--- config.mk ---
export PLATFORM = sky130hd
export DESIGN_NAME = sae_queue
export DESIGN_NICKNAME = d
export VERILOG_FILES = /design/src/sae_pkg.sv /design/src/sae_queue.sv
export SDC_FILE = /design/constraint.sdc
export NUM_CORES = 1
export LEC_CHECK = 0
export ABC_AREA = 1
export BUFFER_PORTS_ARGS = -buffer_cell sky130_fd_sc_hd__buf_2
export CAP_MARGIN = 20
export CORE_AREA = 2 2 251 253
export DETAILED_ROUTE_END_ITERATION = 8
export DIE_AREA = 0 0 253 255
export HOLD_SLACK_MARGIN = 0.02
export PLACE_DENSITY = 0.66
export SLEW_MARGIN = 10
export SYNTH_ARGS = -nofsm -noshare
export SYNTH_HDL_FRONTEND = slang
export SYNTH_SLANG_ARGS = --single-unit
--- constraint.sdc ---
create_clock -name clk -period 17.5 [get_ports clk]
set_input_delay 1.75 -clock clk [delete_from_list [all_inputs] [get_ports clk]]
set_output_delay 1.75 -clock clk [all_outputs]
set_load 0.05 [all_outputs]
--- src/sae_pkg.sv ---
// Shared types, widths and the prototype table of the structural alphabet encoder.
// Used by the front end, queue, back end and top level; depends on nothing.
package sae_pkg;

	localparam int COORD_W   = 24;
	localparam int DIFF_W    = COORD_W + 1;
	localparam int IDX_W     = 16;
	localparam int LET_W     = 5;
	localparam int NUM_LET   = 27;
	localparam logic [IDX_W-1:0] MAX_COUNT = '1;

	// shared multiply unit: 52-bit magnitudes in 26-bit halves
	localparam int MAG_W     = 52;
	localparam int HALF_W    = MAG_W / 2;
	localparam int PROD_W    = 2 * MAG_W;
	localparam int ACC_W     = PROD_W + 2;
	localparam int NUM_OPS   = 21;

	localparam int N_W       = 51;
	localparam int DOT_W     = 78;
	localparam int NN_W      = 100;
	localparam int SS_W      = 51;

	// square root unit
	localparam int RAD_W     = 104;
	localparam int ROOT_W    = RAD_W / 2;
	localparam int REM_W     = ROOT_W + 4;
	localparam int SQ_ITERS  = RAD_W / 2;

	// divider
	localparam int DREM_W    = ROOT_W + 1;
	localparam int Q_W       = 28;
	localparam int D4_W      = Q_W + 1;
	localparam int DESC_W    = 26;

	// scoring
	localparam int PRO_W     = 13;
	localparam int E_W       = 31;
	localparam int SC_W      = 60;

	typedef struct packed {
		logic                          ok;
		logic [IDX_W-1:0]              idx;
		logic [2:0][DIFF_W-1:0]        u;
		logic [2:0][DIFF_W-1:0]        v;
		logic [2:0][DIFF_W-1:0]        w;
		logic [2:0][DIFF_W-1:0]        bd;
	} sae_job_t;

	typedef struct packed {
		logic full;
		logic empty;
	} sae_qstat_t;

	localparam logic signed [PRO_W-1:0] PROTO [NUM_LET][4] = '{
		'{13'sd1380, 13'sd1303, 13'sd1377, 13'sd748},
		'{13'sd1390, 13'sd1303, 13'sd1388, 13'sd753},
		'{13'sd1385, 13'sd1339, 13'sd1436, 13'sd732},
		'{13'sd1439, 13'sd1344, 13'sd1388, 13'sd735},
		'{13'sd1431, 13'sd1405, 13'sd1480, 13'sd660},
		'{13'sd1382, 13'sd1428, 13'sd1388, 13'sd868},
		'{13'sd1480, 13'sd1454, 13'sd1554, 13'sd374},
		'{13'sd1421, 13'sd1981, 13'sd1434, -13'sd847},
		'{13'sd1434, 13'sd1718, 13'sd1408, 13'sd945},
		'{13'sd1457, 13'sd2071, 13'sd1452, 13'sd791},
		'{13'sd1449, 13'sd2291, 13'sd1674, 13'sd535},
		'{13'sd1449, 13'sd2281, 13'sd1705, -13'sd374},
		'{13'sd1449, 13'sd2066, 13'sd1715, 13'sd758},
		'{13'sd1459, 13'sd1859, 13'sd1797, 13'sd225},
		'{13'sd1544, 13'sd1754, 13'sd1444, -13'sd161},
		'{13'sd1656, 13'sd1516, 13'sd1423, 13'sd136},
		'{13'sd1682, 13'sd2294, 13'sd1428, -13'sd561},
		'{13'sd1718, 13'sd2117, 13'sd1400, -13'sd911},
		'{13'sd1590, 13'sd2358, 13'sd1477, 13'sd69},
		'{13'sd1759, 13'sd2120, 13'sd1544, -13'sd881},
		'{13'sd1764, 13'sd2289, 13'sd1731, -13'sd123},
		'{13'sd1720, 13'sd2335, 13'sd1641, -13'sd847},
		'{13'sd1718, 13'sd2468, 13'sd1664, -13'sd666},
		'{13'sd1636, 13'sd2542, 13'sd1728, -13'sd274},
		'{13'sd1759, 13'sd2575, 13'sd1667, -13'sd361},
		'{13'sd1659, 13'sd2604, 13'sd1815, 13'sd169},
		'{13'sd1741, 13'sd2650, 13'sd1754, -13'sd64}
	};

endpackage

--- src/sae_queue.sv ---
// Two-entry job queue between front and back end.
// Uses sae_pkg for the job and status types.
module sae_queue (
	input  logic                  clk,
	input  logic                  arst_n,
	input  logic                  push,
	input  sae_pkg::sae_job_t     din,
	input  logic                  pop,
	output sae_pkg::sae_job_t     dout,
	output sae_pkg::sae_qstat_t   qst
);
	import sae_pkg::*;

	sae_job_t   mem_q [2];
	logic       wp_q;
	logic       rp_q;
	logic [1:0] cnt_q;

	assign dout      = mem_q[rp_q];
	assign qst.full  = (cnt_q == 2'd2);
	assign qst.empty = (cnt_q == 2'd0);

	always_ff @(posedge clk or negedge arst_n) begin
		if (!arst_n) begin
			wp_q  <= 1'b0;
			rp_q  <= 1'b0;
			cnt_q <= '0;
		end else begin
			if (push) wp_q <= !wp_q;
			if (pop)  rp_q <= !rp_q;
			cnt_q <= cnt_q + {1'b0, push} - {1'b0, pop};
		end
	end

	always_ff @(posedge clk) begin
		if (push) mem_q[wp_q] <= din;
	end

endmodule

# Word level (Yosys, flattened, before mapping)
# Memory sizes are Yosys's and may differ from the RTL's.
# Index checks and enable logic that the tools add are counted.
[op_classes]
n_addsub = 2
n_eq_ne = 1
muxes = 2
n_reduce_logical = 3
[op_table]
columns = ["operator", "count"]
rows = [
  ["adder 2 x 1 -> 2 bit", 1],
  ["== test 2 bit, second input constant", 1],
  ["logical NOT 1 bit", 2],
  ["logical NOT 2 bit", 1],
  ["two-way mux 1 bit", 2],
  ["subtractor 2 x 1 -> 2 bit", 1],
]
[word_totals]
reg_bits = 4
ramBits = 634
input_bits = 321
output_inout_bits = 319
memories = 1
[memory_table]
columns = ["name", "words", "width", "read_ports", "rd_clocked_by_memory_dff", "wr", "line_no", "source"]
rows = [
  ["mem_q", 2, 317, 1, 0, 1, "sae_queue.sv:14", "sae_job_t mem_q [2];"],
]

# Depth between registers and ports, before layout
[depth]
word_depth = 2
mapped_depth = 7

# Worst setup path before layout
# No wires, ideal clock.
[synth_timing]
path_kind = "input to register"
startpoint = "input port push"
endpoint = "memory mem_q[0][0] in the netlist's numbering (enable)"
t_arrival_ns = 15.028
slack_ns = 1.461
cell_stages = 2
path_buffers = 0
cell_sequence = "inv_1 nor2_1"
[synth_between]
elab_chain_cells = 2
[synth_lines]
columns = ["item", "line_no", "source"]
rows = [
  ["from (decl)", "sae_queue.sv:6", "input logic push,"],
  ["two-way mux 1 bit", "sae_queue.sv:36", "if (push) mem_q[wp_q] <= din;"],
  ["two-way mux 1 bit (implied by the code)", "sae_queue.sv:36", ""],
  ["to (decl)", "sae_queue.sv:14", ""],
]
# Every way passes these cells.

==> reports/results.txt <==
Clock period minus worst slack: 6.43 ns
Max cap viols: 0
Initial antenna violation count: 21
Met3 global-route usage: 5.21%
Setup WS pre-CTS: 11.80 ns
Iteration-0 DRC Markers: 942
Yosys top cell area share: 80.3%
Total track usage: 15.8%
IO Port Bufs: 639
Htree depth: 3
DP HPWL: 37300 um
Syn Nets: 2004
Die Footprint: 0.0645 sq mm
Hold Fails Final Rpt: 0
Req. time, crit path: 15.75 ns
FF+latch count, synth: 638
Area contributors post-synth: edfxtp_1 80%, inv_1 5.1%, nand2_1 5.1%
CP arrival: 4.68 ns
Layout cells sized above 1: 31.3%
Via density: 4.56
Kind of critical path: reg2out
Post-route setup slack: 11.07 ns
Slowest cell delay on critical path: 0.88 ns
Total CTS buffers: 69
Initial Util: 38.1%
Power Density: 204 mW/mm^2
Worst-path clk slew: 0.05 ns
Placer congestion estimate: 0.886
Pleak: 12.6 nW
Global route total overflow: 0
Least-Margin Pin Slew: 1.11 ns
TNS Setup: 0 ns
Synthesized area per cell: 14.1 sq um
Core Rows: 92
WL final: 54400 um
Cell accounting for the most synthesized area: edfxtp_1
Setup crit start kind: flop
CP Capture Type: output pin
Maximum VDD drop: 0.145 mV
Cells after synthesis: 1681
CP max FO: 115
Die Ht: 255 um
Design area: 0.0298 sq mm
Sequential area share after synthesis: 80.7%
Die Width: 253 um
Peak Freq: 156 MHz
Commonest non-fill, non-tap cells in the layout: 639 x buf_2, 634 x edfxtp_1, 323 x inv_1, 323 x nand2_1, 215 x o21ai_0
Post-CTS sizing: 0
CTS tree: yes
Final worst-path cycle share: 36.7%
Slew headroom: 25.8%
Hold Buf Count CTS: 0
Cell mode on critical path: buf_4
Busiest layer in global routing: met2
Cell chain of the critical path: buf_4 > buf_4 > buf_4 > nand2_1 > o21ai_1 > buf_2
Net count, final: 2655
Postcts setup bufs: 0
Vias in the first global route: 14090
Via count: 14589
CP bufs+invs: 4
Fin Clk Skew: 0.0154 ns
Routed len/inst: 17.0 um
Worst Hold Class: reg2reg
Power Total: 6.06 mW
Area grow syn2layout: 25.6%
Clk sinks: 638
Clock root buffer: clkbuf_16
Crit path max-delay family: buffers and inverters
RSZ-0062 raised after global routing: no
Synthesized area: 0.0237 sq mm
Met2 usage: 27.1%
IO Count: 640
Largest net degree at the start of global routing: 184
First drt pass iteration count: 7
Clk_lat worst skew: 0.60 ns
Placed instance area: 0.0275 sq mm
Met1 Usage GRT: 17.4%
Synth cell types: 15
DRC Markers: 0
Core Box Area: 0.0622 sq mm
First-pass GRT wire length: 77800 um
Slowest CP cell: buf_4
Outcome: completed
Synth warn: 0
Final Max Slew Viols: 0
Clock Path Buffers: 3
Antenna Nets Post-Route: 0
Commonest non-fill, non-tap cell in the layout: buf_2
Final-layout fill cell count: 5390
Final setup violation count: 0
==> registers in the layout, indices dropped and copies added (netlist names) <==
name and flops:
mem_q 634, wp_q 1, rp_q 1, cnt_q 2
==> metrics by stage <==
| step | hold WS (ns) | util [%] | std cells |
|---|---|---|---|
| 5_1_grt | 0.572 | 47.9 | 3195 |
| 4_1_cts | 0.551 | 47.8 | 3181 |
| 3_5_place_dp | 0.538 | 44.3 | 3059 |
| 6_report | 0.547 | 47.9 | 3198 |
| 2_1_floorplan | 0.463 | - | 1681 |
| 3_3_place_gp | 0.533 | 44.3 | 3059 |
==> cell type report <==
cell class	count	area (sq um)	share of cell area [%]
Inverter	324	1220	4.11
Antenna cell	16	40.0	0.134
Tap cell	799	1000	3.36
Clock inverter	31	338	1.13
Clock buffer	91	1850	6.21
Multi-Input combinational cell	648	2870	9.62
Timing Repair Buffer	651	3320	11.2
Sequential cell	638	19100	64.3
==> cells in the mapped netlist <==
master / number
xor2_1: 2
o21ai_1: 102
inv_1: 324
dfrtp_1: 4
buf_6: 24
nor2_1: 3
buf_12: 1
buf_2: 17
o21ai_0: 215
nand2_1: 323
buf_8: 1
edfxtp_1: 634
clkbuf_1: 28
nand3_1: 1
ha_1: 2
==> logic make-up after synthesis <==
| group | synth area share (%) |
|---|---|
| compound gates | 6.69 |
| xor+xnor | 0.0739 |
| fa+ha+maj | 0.106 |
| buf+inv | 7.22 |
| flops | 80.7 |
| simple gates | 5.18 |
==> power breakdown <==
group	switching (mW)	internal, mW	total [mW]
clock network	0.582	0.826	1.41
registers	0.0871	2.03	2.12
logic	2.09	0.445	2.53
==> worst paths after layout <==
kind / start / slack (ns) / depth (start not counted) / endpoint
min: wp_q / 0.55 / 1 / wp_q
max: rp_q / 11.07 / 6 / dout[115]
min reg2reg: wp_q / 0.55 / 1 / wp_q
max reg2reg: wp_q / 14.17 / 4 / mem_q[1][185]
min in group asynchronous: arst_n / 0.97 / 1 / cnt_q[0]
max in group asynchronous: arst_n / 16.38 / 1 / rp_q
==> metal layers <==
metal	share of wire, %	routed length [um]
met5	0.15	81
met4	3.7	2030
met3	8.7	4720
met2	51	27700
met1	36	19800
Power figures use the tool's default switching activity.
