## config.mk

```make
export PLATFORM = sky130hd
export DESIGN_NAME = sae_front
export DESIGN_NICKNAME = d
export VERILOG_FILES = /design/src/sae_pkg.sv /design/src/sae_front.sv
export SDC_FILE = /design/constraint.sdc
export NUM_CORES = 1
export LEC_CHECK = 0
export BUFFER_PORTS_ARGS = -buffer_cell sky130_fd_sc_hd__buf_2
export CORE_AREA = 10 10 289 291
export DETAILED_ROUTE_END_ITERATION = 10
export DIE_AREA = 0 0 299 301
export PLACE_DENSITY = 0.46
export SYNTH_ARGS = -nofsm -noshare
export SYNTH_HDL_FRONTEND = slang
export SYNTH_SLANG_ARGS = --single-unit
```

## constraint.sdc

```tcl
create_clock -name clk -period 13.7 [get_ports clk]
set_input_delay 2.055 -clock clk [delete_from_list [all_inputs] [get_ports clk]]
set_output_delay 2.055 -clock clk [all_outputs]
set_load 0.01 [all_outputs]
```

## src/sae_pkg.sv

```systemverilog
// Shared types, widths and the prototype table of the structural alphabet encoder.
// Used by the front end, queue, back end and top level; depends on nothing.
package sae_pkg;

	localparam int COORD_W   = 24;
	localparam int DIFF_W    = COORD_W + 1;
	localparam int IDX_W     = 16;
	localparam int LET_W     = 5;
	localparam int NUM_LET   = 27;
	localparam logic [IDX_W-1:0] MAX_COUNT = '1;

	// shared multiply unit: 52-bit magnitudes in 26-bit halves
	localparam int MAG_W     = 52;
	localparam int HALF_W    = MAG_W / 2;
	localparam int PROD_W    = 2 * MAG_W;
	localparam int ACC_W     = PROD_W + 2;
	localparam int NUM_OPS   = 21;

	localparam int N_W       = 51;
	localparam int DOT_W     = 78;
	localparam int NN_W      = 100;
	localparam int SS_W      = 51;

	// square root unit
	localparam int RAD_W     = 104;
	localparam int ROOT_W    = RAD_W / 2;
	localparam int REM_W     = ROOT_W + 4;
	localparam int SQ_ITERS  = RAD_W / 2;

	// divider
	localparam int DREM_W    = ROOT_W + 1;
	localparam int Q_W       = 28;
	localparam int D4_W      = Q_W + 1;
	localparam int DESC_W    = 26;

	// scoring
	localparam int PRO_W     = 13;
	localparam int E_W       = 31;
	localparam int SC_W      = 60;

	typedef struct packed {
		logic                          ok;
		logic [IDX_W-1:0]              idx;
		logic [2:0][DIFF_W-1:0]        u;
		logic [2:0][DIFF_W-1:0]        v;
		logic [2:0][DIFF_W-1:0]        w;
		logic [2:0][DIFF_W-1:0]        bd;
	} sae_job_t;

	typedef struct packed {
		logic full;
		logic empty;
	} sae_qstat_t;

	localparam logic signed [PRO_W-1:0] PROTO [NUM_LET][4] = '{
		'{13'sd1380, 13'sd1303, 13'sd1377, 13'sd748},
		'{13'sd1390, 13'sd1303, 13'sd1388, 13'sd753},
		'{13'sd1385, 13'sd1339, 13'sd1436, 13'sd732},
		'{13'sd1439, 13'sd1344, 13'sd1388, 13'sd735},
		'{13'sd1431, 13'sd1405, 13'sd1480, 13'sd660},
		'{13'sd1382, 13'sd1428, 13'sd1388, 13'sd868},
		'{13'sd1480, 13'sd1454, 13'sd1554, 13'sd374},
		'{13'sd1421, 13'sd1981, 13'sd1434, -13'sd847},
		'{13'sd1434, 13'sd1718, 13'sd1408, 13'sd945},
		'{13'sd1457, 13'sd2071, 13'sd1452, 13'sd791},
		'{13'sd1449, 13'sd2291, 13'sd1674, 13'sd535},
		'{13'sd1449, 13'sd2281, 13'sd1705, -13'sd374},
		'{13'sd1449, 13'sd2066, 13'sd1715, 13'sd758},
		'{13'sd1459, 13'sd1859, 13'sd1797, 13'sd225},
		'{13'sd1544, 13'sd1754, 13'sd1444, -13'sd161},
		'{13'sd1656, 13'sd1516, 13'sd1423, 13'sd136},
		'{13'sd1682, 13'sd2294, 13'sd1428, -13'sd561},
		'{13'sd1718, 13'sd2117, 13'sd1400, -13'sd911},
		'{13'sd1590, 13'sd2358, 13'sd1477, 13'sd69},
		'{13'sd1759, 13'sd2120, 13'sd1544, -13'sd881},
		'{13'sd1764, 13'sd2289, 13'sd1731, -13'sd123},
		'{13'sd1720, 13'sd2335, 13'sd1641, -13'sd847},
		'{13'sd1718, 13'sd2468, 13'sd1664, -13'sd666},
		'{13'sd1636, 13'sd2542, 13'sd1728, -13'sd274},
		'{13'sd1759, 13'sd2575, 13'sd1667, -13'sd361},
		'{13'sd1659, 13'sd2604, 13'sd1815, 13'sd169},
		'{13'sd1741, 13'sd2650, 13'sd1754, -13'sd64}
	};

endpackage

```

## src/sae_front.sv

```systemverilog
// Front end: takes input words, keeps the three-position window and residue count,
// and turns each word into a job (valid flag, index, difference vectors). Uses sae_pkg.
module sae_front (
	input  logic                      clk,
	input  logic                      arst_n,
	input  logic                      s_tvalid,
	output logic                      s_tready,
	input  logic [71:0]               s_tdata,   // pos_x, pos_y, pos_z
	input  logic [1:0]                s_tuser,   // present, chain_start
	input  sae_pkg::sae_qstat_t       qst,
	output logic                      push,
	output sae_pkg::sae_job_t         job
);
	import sae_pkg::*;

	logic [2:0][2:0][COORD_W-1:0] win_q;
	logic [2:0]                   pres_q;
	logic [IDX_W-1:0]             cnt_q;
	logic [2:0][COORD_W-1:0]      cur;
	logic [2:0]                   pres_eff;
	logic [IDX_W-1:0]             cnt_eff;
	logic                         present;
	logic                         chain;

	assign s_tready = !qst.full;
	assign push     = s_tvalid && s_tready;
	assign present  = s_tuser[0];
	assign chain    = s_tuser[1];
	assign cur[0]   = s_tdata[COORD_W-1:0];
	assign cur[1]   = s_tdata[2*COORD_W-1:COORD_W];
	assign cur[2]   = s_tdata[3*COORD_W-1:2*COORD_W];
	assign pres_eff = chain ? 3'b000 : pres_q;
	assign cnt_eff  = chain ? '0 : cnt_q;

	always_comb begin
		job.ok  = (pres_eff == 3'b111) && present;
		job.idx = job.ok ? cnt_eff - IDX_W'(2) : '0;
		for (int k = 0; k < 3; k++) begin
			job.u[k]  = {win_q[1][k][COORD_W-1], win_q[1][k]} - {win_q[0][k][COORD_W-1], win_q[0][k]};
			job.v[k]  = {win_q[2][k][COORD_W-1], win_q[2][k]} - {win_q[0][k][COORD_W-1], win_q[0][k]};
			job.w[k]  = {cur[k][COORD_W-1], cur[k]} - {win_q[0][k][COORD_W-1], win_q[0][k]};
			job.bd[k] = {cur[k][COORD_W-1], cur[k]} - {win_q[1][k][COORD_W-1], win_q[1][k]};
		end
	end

	always_ff @(posedge clk or negedge arst_n) begin
		if (!arst_n) begin
			pres_q <= '0;
			cnt_q  <= '0;
		end else if (push) begin
			pres_q <= {present, pres_eff[2:1]};
			cnt_q  <= (cnt_eff < MAX_COUNT) ? cnt_eff + IDX_W'(1) : cnt_eff;
		end
	end

	// window positions are payload: only read once the present bits say so
	always_ff @(posedge clk) begin
		if (push) begin
			win_q[0] <= win_q[1];
			win_q[1] <= win_q[2];
			win_q[2] <= cur;
		end
	end

endmodule

```

After elaboration in Yosys (flattened, before gate mapping)
Cells that the tools add are included.
{"block": "word_totals", "wordCells": 34, "output_inout_bits": 319, "regBits": 235, "input_bits": 79}
{"block": "classes", "order_cmp": 1, "addsub": 14, "eq_ne": 1, "reduce_logical": 3, "muxes": 4}
{"cell": "$sub 24x24->25", "count": 12}
{"cell": "$mux 16", "count": 3}
{"cell": "$add 16x1->16 const B", "count": 1}
{"cell": "$lt 16x16->1 const B", "count": 1}
{"cell": "$sub 16x2->16 const B", "count": 1}
{"cell": "$eq 3x3->1 const B", "count": 1}
{"cell": "$mux 3", "count": 1}
{"cell": "$logic_and 1x1->1", "count": 2}
{"cell": "$logic_not 1->1", "count": 1}

Depth between registers and ports, before layout
{"block": "depth", "word_depth": 4, "depth_mapped": 12, "mapped_depth_nobuf": 11}

Worst setup path after synthesis
Ideal clock, no wire load.
{"block": "synth_timing", "path_type": "in2out", "start": "input port qst[1] (netlist name)", "end": "output port push", "stages": 4, "n_path_buf": 1, "path_slack_ps": 4946, "required_ps": 11645, "arrival_ps": 6699, "path_cell_list": "inv_1 > nand2_1 > clkbuf_1 > inv_1"}
{"block": "synth_via", "elab_chain_cells": 2}
{"item": "start: declaration", "line_no": "sae_front.sv:10", "source": "input sae_pkg::sae_qstat_t qst,"}
{"item": "$logic_not 1->1", "line_no": "sae_front.sv:25", "source": "assign s_tready = !qst.full;"}
{"item": "$logic_and 1x1->1", "line_no": "sae_front.sv:26", "source": "assign push = s_tvalid && s_tready;"}
{"item": "end: declaration", "line_no": "sae_front.sv:11", "source": "output logic push,"}
No other way between the ends.

==> flow_metrics.env <==
export IMPL_root_buffer="clkbuf_16"
export IMPL_cts_buffers=31
export IMPL_first_global_vias=20040
export IMPL_hold_slack_ns=0.447
export IMPL_hold_class="reg2reg"
export IMPL_combPwrFrac_pct=34.6
export IMPL_cts_hold_buffers=0
export IMPL_synth_top_area_share_pct=29.1
export IMPL_clock_sinks=235
export IMPL_max_vdd_ir_drop_mv=0.0852
export IMPL_netlist_area_um2=22300
export IMPL_place_gp_congestion=0.884
export IMPL_synth_nets=2828
export IMPL_setup_slack_ns=6.65
export IMPL_yosys_warnings=0
export IMPL_place_area_um2=25400
export IMPL_required_ns=11.64
export IMPL_critPathMaxStageDelay_ns=0.55
export IMPL_stdcell_count=3908
export IMPL_final_util_pct=34.2
export IMPL_htree_levels=1
export IMPL_grt_start_max_net_pins=89
export IMPL_antenna_found_initial=11
export IMPL_p_switching_mw=0.907
export IMPL_grt_total_usage_pct=16.6
export IMPL_synth_largest_area_cell="edfxtp_1"
export IMPL_syn_to_final_growth_pct=18.8
export IMPL_cp_slowest_cell="a211oi_1"
export IMPL_io_pins=398
export IMPL_clockBufferDepth=3
export IMPL_postCtsSetupRepairBufs=0
export IMPL_critPathArrivalTime_ns=5.00
export IMPL_finalSetupTns_ns=0
export IMPL_wl_per_cell_um=20.1
export IMPL_cellPowerDensity_nw_per_um2=96.8
export IMPL_end_kind="output port"
export IMPL_min_period_ns=7.05
export IMPL_synthTopCellsByArea="edfxtp_1, ha_1, xnor2_1"
export IMPL_firstDrtPassIters=5
export IMPL_hold_violations=0
export IMPL_async_reset_ff_share_pct=8.09
export IMPL_critPathMaxFanout=4
export IMPL_dp_cells=3846
export IMPL_clk_latency_ns=0.60
export IMPL_core_um2=77300
export IMPL_synthCells=2446
export IMPL_status="completed"
export IMPL_stdcell_area_um2=26500
export IMPL_dieHeight_um=301
export IMPL_relSlewSlack_pct=39.9
export IMPL_syn_area_per_cell_um2=9.11
export IMPL_p_leak_nw=12.3
export IMPL_worst_pin_slew_ns=0.902
export IMPL_crit_path_frequent_cell="buf_2"
export IMPL_max_freq_ghz=0.142
export IMPL_path_cells="buf_2 > inv_1 > ha_1 > fa_1 > nor2b_1 > o31ai_2 > a211oi_1 > o41ai_2 > o21a_1 > o21bai_1 > a21oi_1 > xnor2_1 > buf_2"
export IMPL_rsz0062_at_grt="false"
export IMPL_drive_gt1_share_pct=16.6
export IMPL_dp_hpwl_um=65700
export IMPL_ys_types=84
export IMPL_setup_viol=0
export IMPL_finalCritPeriodShare_pct=51.5
export IMPL_synth_edf_count=216
export IMPL_pre_cts_ws_ns=6.65
export IMPL_p_int_mw=1.66
export IMPL_seq_area_frac_synth_pct=31.2
export IMPL_p_clk_share_pct=32.5
export IMPL_wl_um=78500
export IMPL_initial_core_util_pct=28.8
export IMPL_via_count=19828
export IMPL_drt_iter0_drc=1153
export IMPL_cpLargestDelayFamily="compound AO/OA/AOI/OAI gates"
export IMPL_gr_total_overflow=0
export IMPL_fp_dieW_um=299
export IMPL_worst_path_buf_inv=3
export IMPL_swShare_pct=35.4
export IMPL_cts_resized=0
export IMPL_cap_violations=0
export IMPL_grt_first_pass_wirelength_um=118000
export IMPL_port_buffers=396
export IMPL_synthTopCellsByCount="ha_1, a21oi_1, inv_1"
export IMPL_num_rows=102
export IMPL_seq_power_share_pct=32.9
export IMPL_fillers=8073
export IMPL_startpoint_type="primary input"
export IMPL_clkTransAtPathRegs_ns=0.06
export IMPL_synth_flop_cell="edfxtp_1"
export IMPL_postRouteAntennaNets=0
export IMPL_nNetsFinal=3221
export IMPL_die_area_um2=90000
export IMPL_synth_seq_cells=235
export IMPL_drv_slew=0
export IMPL_p_total_mw=2.56
export IMPL_drc=0
export IMPL_synth_most_common_cell="ha_1"
export IMPL_fin_skew_ns=0.0140
export IMPL_cts_tree="done"
export IMPL_vias_per_cell=5.07
export IMPL_critPathKind="in2out"
cells by family after synthesis:
group	count (synthesis)	synth area share (%)
buf+inv	281	4.74
simple gates	571	12.6
flops	235	31.2
xor+xnor	258	10.1
fa+ha+maj	303	17.4
compound gates	793	23.7
mux	5	0.236
sequential cells by signal (all words and copies together), names as in the netlist:
signal	count
cnt_q	16
win_q	216
pres_q	3
power by group through the flow:
stage          Clock (mW)  Combinational, mW  Sequential (mW)
2_1_floorplan           0              0.548            0.855
5_1_grt             0.891              0.973            0.847
3_3_place_gp            0              0.888            0.857
6_report            0.834              0.886            0.843
3_5_place_dp            0              0.892            0.858
4_1_cts             0.866              0.897            0.843
layer usage:
layer	track usage (%)	part of all wire, %	vias to the layer above
li1	-	-	9782
met1	21.0	44	9416
met2	28.3	47	524
met3	3.09	6.0	102
met4	4.81	2.7	4
met5	0	0.034	-
final timing paths:
check	slack, ns	depth (start not counted)	end	start
max in group asynchronous	11.98	1	cnt_q[5]	arst_n
min in group asynchronous	1.40	1	pres_q[0]	arst_n
worst min-delay path	0.45	0	win_q[132]	win_q[204]
worst max-delay path	6.65	13	job[18]	s_tdata[0]
worst max register to register	11.32	10	cnt_q[15]	cnt_q[1]
worst min register to register	0.45	0	win_q[132]	win_q[204]
area by class of cell:
class	instances	area [µm²]	area share, %
multi-input combinational	1930	14300	53.9
clock inverter	21	223	0.841
timing repair buffer	398	2000	7.54
clock buffer	36	795	3.00
tap	1040	1300	4.91
sequential	235	6960	26.3
antenna	5	12.5	0.0473
inverter	243	920	3.47
placed cells by master (no fill, tap or decap), types with 28 or more instances in the layout:
cell,Yosys,routed
inv_1,243,242
a21o_1,140,140
ha_1,291,291
nand2_1,158,158
buf_2,1,396
nor2_1,136,136
a21oi_1,243,243
nand2b_1,31,31
xnor2_1,156,156
o21ai_0,81,81
xor2_1,102,102
and3_1,28,28
o21ai_1,45,45
clkbuf_16,0,31
nand3_1,43,43
edfxtp_1,216,216
o21a_1,48,48
nor3_1,28,28
nor2b_1,57,57
worst reg2reg max path, delay by kind of cell, from the launching register on:
family / cells / cell delay [ns]
DFF: 1 / 0.40
and+or+nand+nor: 6 / 1.27
AOI/OAI and AO/OA: 1 / 0.08
adders and majority gates: 1 / 0.25
buffers and inverters: 1 / 0.10
xor gates and xnor gates: 1 / 0.15
(Power assumes the default switching activity.)
